==> config.mk <==
export PLATFORM = sky130hd
export DESIGN_NAME = biq_hist_mem
export DESIGN_NICKNAME = d
export VERILOG_FILES = /design/src/design/biq_pkg.sv /design/src/design/biq_hist_mem.sv
export SDC_FILE = /design/constraint.sdc
export NUM_CORES = 1
export LEC_CHECK = 0
export BUFFER_PORTS_ARGS = -buffer_cell sky130_fd_sc_hd__buf_2
export CAP_MARGIN = 20
export CORE_MARGIN = 1
export CORE_UTILIZATION = 55
export CTS_CLUSTER_DIAMETER = 40
export CTS_CLUSTER_SIZE = 12
export DETAILED_ROUTE_END_ITERATION = 10
export PLACE_DENSITY = 0.76
export SLEW_MARGIN = 20
export SYNTH_ARGS = -nofsm -noshare
export SYNTH_HDL_FRONTEND = slang
export SYNTH_SLANG_ARGS = --single-unit
export TNS_END_PERCENT = 5
==> constraint.sdc <==
create_clock -name clk_i -period 3.7 [get_ports clk_i]
set_input_delay 0.555 -clock clk_i [delete_from_list [all_inputs] [get_ports clk_i]]
set_output_delay 0.555 -clock clk_i [all_outputs]
set_load 0.01 [all_outputs]
==> src/design/biq_pkg.sv <==
// Shared types and constants for the multichannel biquad filter.
// No dependencies; every other file of the block imports it.
package biq_pkg;

  // Default parameter values.
  localparam int DefChannels     = 8;
  localparam int DefSampleWidth  = 24;
  localparam int DefCoefFracBits = 20;

  // Fixed field widths.
  localparam int ChW    = 3;   // channel index
  localparam int CoefW  = 24;  // Q4.20 coefficient
  localparam int RegIdxW = 3;  // configuration register index
  localparam int NumRegs = 5;
  localparam int NumStages = 3;

  // Coefficient register indexes.
  typedef enum logic [RegIdxW-1:0] {
    RegFeed0 = 3'd0,
    RegFeed1 = 3'd1,
    RegFeed2 = 3'd2,
    RegBack1 = 3'd3,
    RegBack2 = 3'd4
  } biq_reg_e;

  // Coefficient values after reset.
  localparam logic signed [CoefW-1:0] Feed0Rst = 24'sd4106;
  localparam logic signed [CoefW-1:0] Feed1Rst = 24'sd8213;
  localparam logic signed [CoefW-1:0] Feed2Rst = 24'sd4106;
  localparam logic signed [CoefW-1:0] Back1Rst = -24'sd1903498;
  localparam logic signed [CoefW-1:0] Back2Rst = 24'sd871353;

  typedef struct packed {
    logic signed [CoefW-1:0] feed0;
    logic signed [CoefW-1:0] feed1;
    logic signed [CoefW-1:0] feed2;
    logic signed [CoefW-1:0] back1;
    logic signed [CoefW-1:0] back2;
  } biq_coef_t;

  // Occupancy of one arithmetic stage, used for the same-channel interlock.
  typedef struct packed {
    logic           v;
    logic           rng;
    logic [ChW-1:0] ch;
  } biq_stat_t;

endpackage

==> src/design/biq_hist_mem.sv <==
// Per-channel history memory: one entry holds x1, x2, y1, y2 of a channel.
// Synchronous, registered read; one write port, valid bit per entry.
// Depends on biq_pkg.
module biq_hist_mem import biq_pkg::*; #(
  parameter int CHANNELS     = DefChannels,
  parameter int SAMPLE_WIDTH = DefSampleWidth,
  parameter int Aw           = (CHANNELS > 1) ? $clog2(CHANNELS) : 1
) (
  input  logic                      clk_i,
  input  logic                      rst_ni,
  input  logic                      clr_i,
  input  logic                      rd_en_i,
  input  logic [Aw-1:0]             rd_addr_i,
  output logic [4*SAMPLE_WIDTH-1:0] rd_data_o,
  input  logic                      we_i,
  input  logic [Aw-1:0]             wr_addr_i,
  input  logic [4*SAMPLE_WIDTH-1:0] wr_data_i
);

  localparam int EntW = 4 * SAMPLE_WIDTH;

  logic [EntW-1:0]     mem_q [CHANNELS];
  logic [EntW-1:0]     rd_data_q;
  logic                rd_vld_q;
  logic [CHANNELS-1:0] vld_q;

  always_ff @(posedge clk_i) begin
    if (we_i) begin
      mem_q[wr_addr_i] <= wr_data_i;
    end
    if (rd_en_i) begin
      rd_data_q <= mem_q[rd_addr_i];
    end
  end

  // Entries never written since the last clear read as zero history.
  always_ff @(posedge clk_i or negedge rst_ni) begin
    if (!rst_ni) begin
      vld_q    <= '0;
      rd_vld_q <= 1'b0;
    end else begin
      if (clr_i) begin
        vld_q <= '0;
      end else if (we_i) begin
        vld_q[wr_addr_i] <= 1'b1;
      end
      if (rd_en_i) begin
        rd_vld_q <= vld_q[rd_addr_i];
      end
    end
  end

  assign rd_data_o = rd_vld_q ? rd_data_q : '0;

endmodule

==> flow_summary.toml <==
[status]
status = "finished, final reports clean"

[global_routing]
grt_pass1_wl_um = 98900
busiest_layer = "met2"
grt_start_max_net_pins = 98
grt_use_met1_pct = 30.9
grt_use_met3_pct = 4.96
antenna_found_initial = 13
use_met2_pct = 37.0
grt_pass1_vias = 15900
grt-ovfl-total = 0
grtUsageTotal_pct = 22.6

[floorplan]
die_area_um2 = 60600
core_area_um2 = 58900
rows = 89
die_x_um = 246
die_h_um = 246
io_pins = 203
initial_core_util_pct = 55.6

[run]
cap_viol_max_count = 0

[clock_network]
clockRootBuffer = "clkbuf_16"
clk_pin_slew_ps = 60
cts.repair.resized = 0
cts_buffer_depth = 3
clock_latency_ps = 650
htree_levels = 3
cts_setup_buffers = 0
cts_hold_buffers = 1
cts_tree = "built"
cts_buffers = 109
cts.sinks = 873

[yosys]
synth_largest_area_cell = "edfxtp_1"
avgSynthCellArea_um2 = 24.3
synth_top_cell_area_share_pct = 79.2
synth.area.top_cells = "edfxtp_1, mux4_2, mux2_2, and2_1, dfrtp_1"
synth_cells = 1351
ys_types = 21
synth-seq-area-share_pct = 79.9
ys_ff_latch = 873
yosys_warnings = 0
synth_fp_nets = 1458
mappedNetlistArea_um2 = 32800

[layout]
fin_nets = 1753
drive_gt1_share_pct = 41.8
fin_cells = 2517
layout-area-overhead-vs-synth_pct = 18.8
num-fill-cells = 3652
final_util_pct = 66.1

[power_and_ir_drop]
irDropWorstVdd_v = 0.000523
p_leak_uw = 0.0131
p_per_area_nw_per_um2 = 600

[timing]
setup_viol = 0
tns_ps = 0
finalCriticalPeriod_ps = 2930
whs_ps = 166
rsz0062_at_grt = "false"
hold_violations = 0
slew_viol_final = 0
tightest_slew_ps = 939
fin_skew_ps = 17.5
timing.fmax_mhz = 341
slew_headroom_pct = 37.4
fin_ws_ps = 765
layout_worst_path_cycle_share_pct = 79.3

[placement]
dp_hpwl_um = 34400
post-place-ws_ps = 1120
place_inst = 2307
gp_congestion = 0.729
port_buffers = 202

[worst_hold_path]
hp-class = "in2reg"

[routing]
wl_per_cell_um = 26.4
viasPerCell = 5.90
vias = 14900
drc = 0
drtPass1Iterations = 4
antenna_left = 0
wirelength_um = 66500
drt_iter0_drc = 1328

[worst_setup_path]
cp.required_ps = 3140
timing.critical_path.max_delay_family = "flip-flops"
cp_max_fo = 71
max_stage_delay_ps = 1050
startpoint_type = "register"
crit_chain = "buf_4, and2_1, buf_2"
crit_slowest_cell = "dfrtp_4"
path_buf_inv = 2
crit_type = "reg2out"
arrival_ps = 2380
cp-end-kind = "output port"
flip-flops by register name, summed over array words and instances (netlist names):
signal,cells
mem_q,768
rd_data_q,96
rd_vld_q,1
vld_q,8
power by group:
| part | switching [uW] | internal (uW) |
|---|---|---|
| registers | 119 | 11300 |
| clock network | 4050 | 6820 |
| logic | 552 | 495 |
| total | 4720 | 18600 |
area by class of cell:
cell class,count,area [um^2],area share [%]
diodes,9,22.5,0.0579
well taps,773,967,2.49
inverters,1,3.75,0.00965
repair buffers,248,1640,4.21
clock inverters,75,916,2.35
flip-flops and latches,873,26200,67.3
multi-input cells,413,6300,16.2
clock buffers,125,2890,7.44
worst paths after layout:
| check | slack [ps] | to | start | depth (start not counted) |
|---|---|---|---|---|
| min | 170 | mem_q[7][23]$_DFFE_PP_ | wr_data_i[23] | 1 |
| min reg2reg | 500 | vld_q[0]$_DFFE_PN0P_ | vld_q[0]$_DFFE_PN0P_ | 2 |
| max in group asynchronous | 3130 | rd_vld_q$_DFFE_PN0P_ | rst_ni | 2 |
| min in group asynchronous | 360 | vld_q[1]$_DFFE_PN0P_ | rst_ni | 2 |
| max | 770 | rd_data_o[22] | rd_vld_q$_DFFE_PN0P_ | 3 |
| max reg2reg | 2260 | rd_data_q[24]$_DFFE_PP_ | mem_q[7][24]$_DFFE_PP_ | 2 |
cell families (layout without fill, tap and decap cells):
kind of cell | count (synthesis) | count (layout) | synth area share (%)
AND/OR/NAND/NOR | 116 | 116 | 2.17
multiplexers | 294 | 294 | 16.7
AO/OA/AOI/OAI | 3 | 3 | 0.0916
other | 0 | 9 | 0
buffers and inverters | 65 | 449 | 1.16
flip-flops | 873 | 873 | 79.9
placed cells by master (no fill, tap or decap), types with 2 or more instances in the layout:
| cell | count |
|---|---|
| edfxtp_1 | 864 |
| buf_2 | 198 |
| mux4_2 | 193 |
| clkbuf_16 | 114 |
| mux2_2 | 96 |
| and2_1 | 96 |
| buf_4 | 26 |
| buf_12 | 20 |
| bufinv_16 | 17 |
| clkinvlp_4 | 16 |
| clkinv_1 | 12 |
| clkinv_2 | 12 |
| clkbuf_1 | 11 |
| nor2_1 | 10 |
| diode_2 | 9 |
| dfrtp_1 | 8 |
| clkinv_4 | 7 |
| inv_6 | 6 |
| mux2i_1 | 5 |
| o21ba_2 | 3 |
| inv_8 | 3 |
| nand2_1 | 2 |
| and4b_4 | 2 |
| nor4bb_4 | 2 |
| clkinv_8 | 2 |
cells in the mapped netlist:
cell type	count
nor4b_1	1
inv_1	1
nor4bb_1	2
buf_1	13
buf_8	1
mux2i_1	5
clkbuf_1	26
dfrtp_1	9
and2_1	96
mux4_2	193
buf_6	15
buf_4	1
mux2_2	96
edfxtp_1	864
nor2_1	11
nor3b_1	1
and4b_1	2
buf_2	8
nand2_1	2
nor3_1	1
o21ba_2	3
worst register-to-register path: stages, from the launching register on:
cell and delay, ps:
edfxtp_1 420, mux4_2 500, mux2_2 280
layer usage:
layer  vias up  part of all wire [%]
li1       6302                     -
met1      7861                    41
met2       554                    50
met3       127                   7.1
met4        16                   2.0
met5         -                  0.14
through the flow:
step	area [um^2]	total power (uW)
finish	38900	23300
global route	38900	24000
CTS	38900	23500
detailed placement	35100	12700
global placement	35100	12600
floorplan	32800	12200
(Power assumes the default switching activity.)
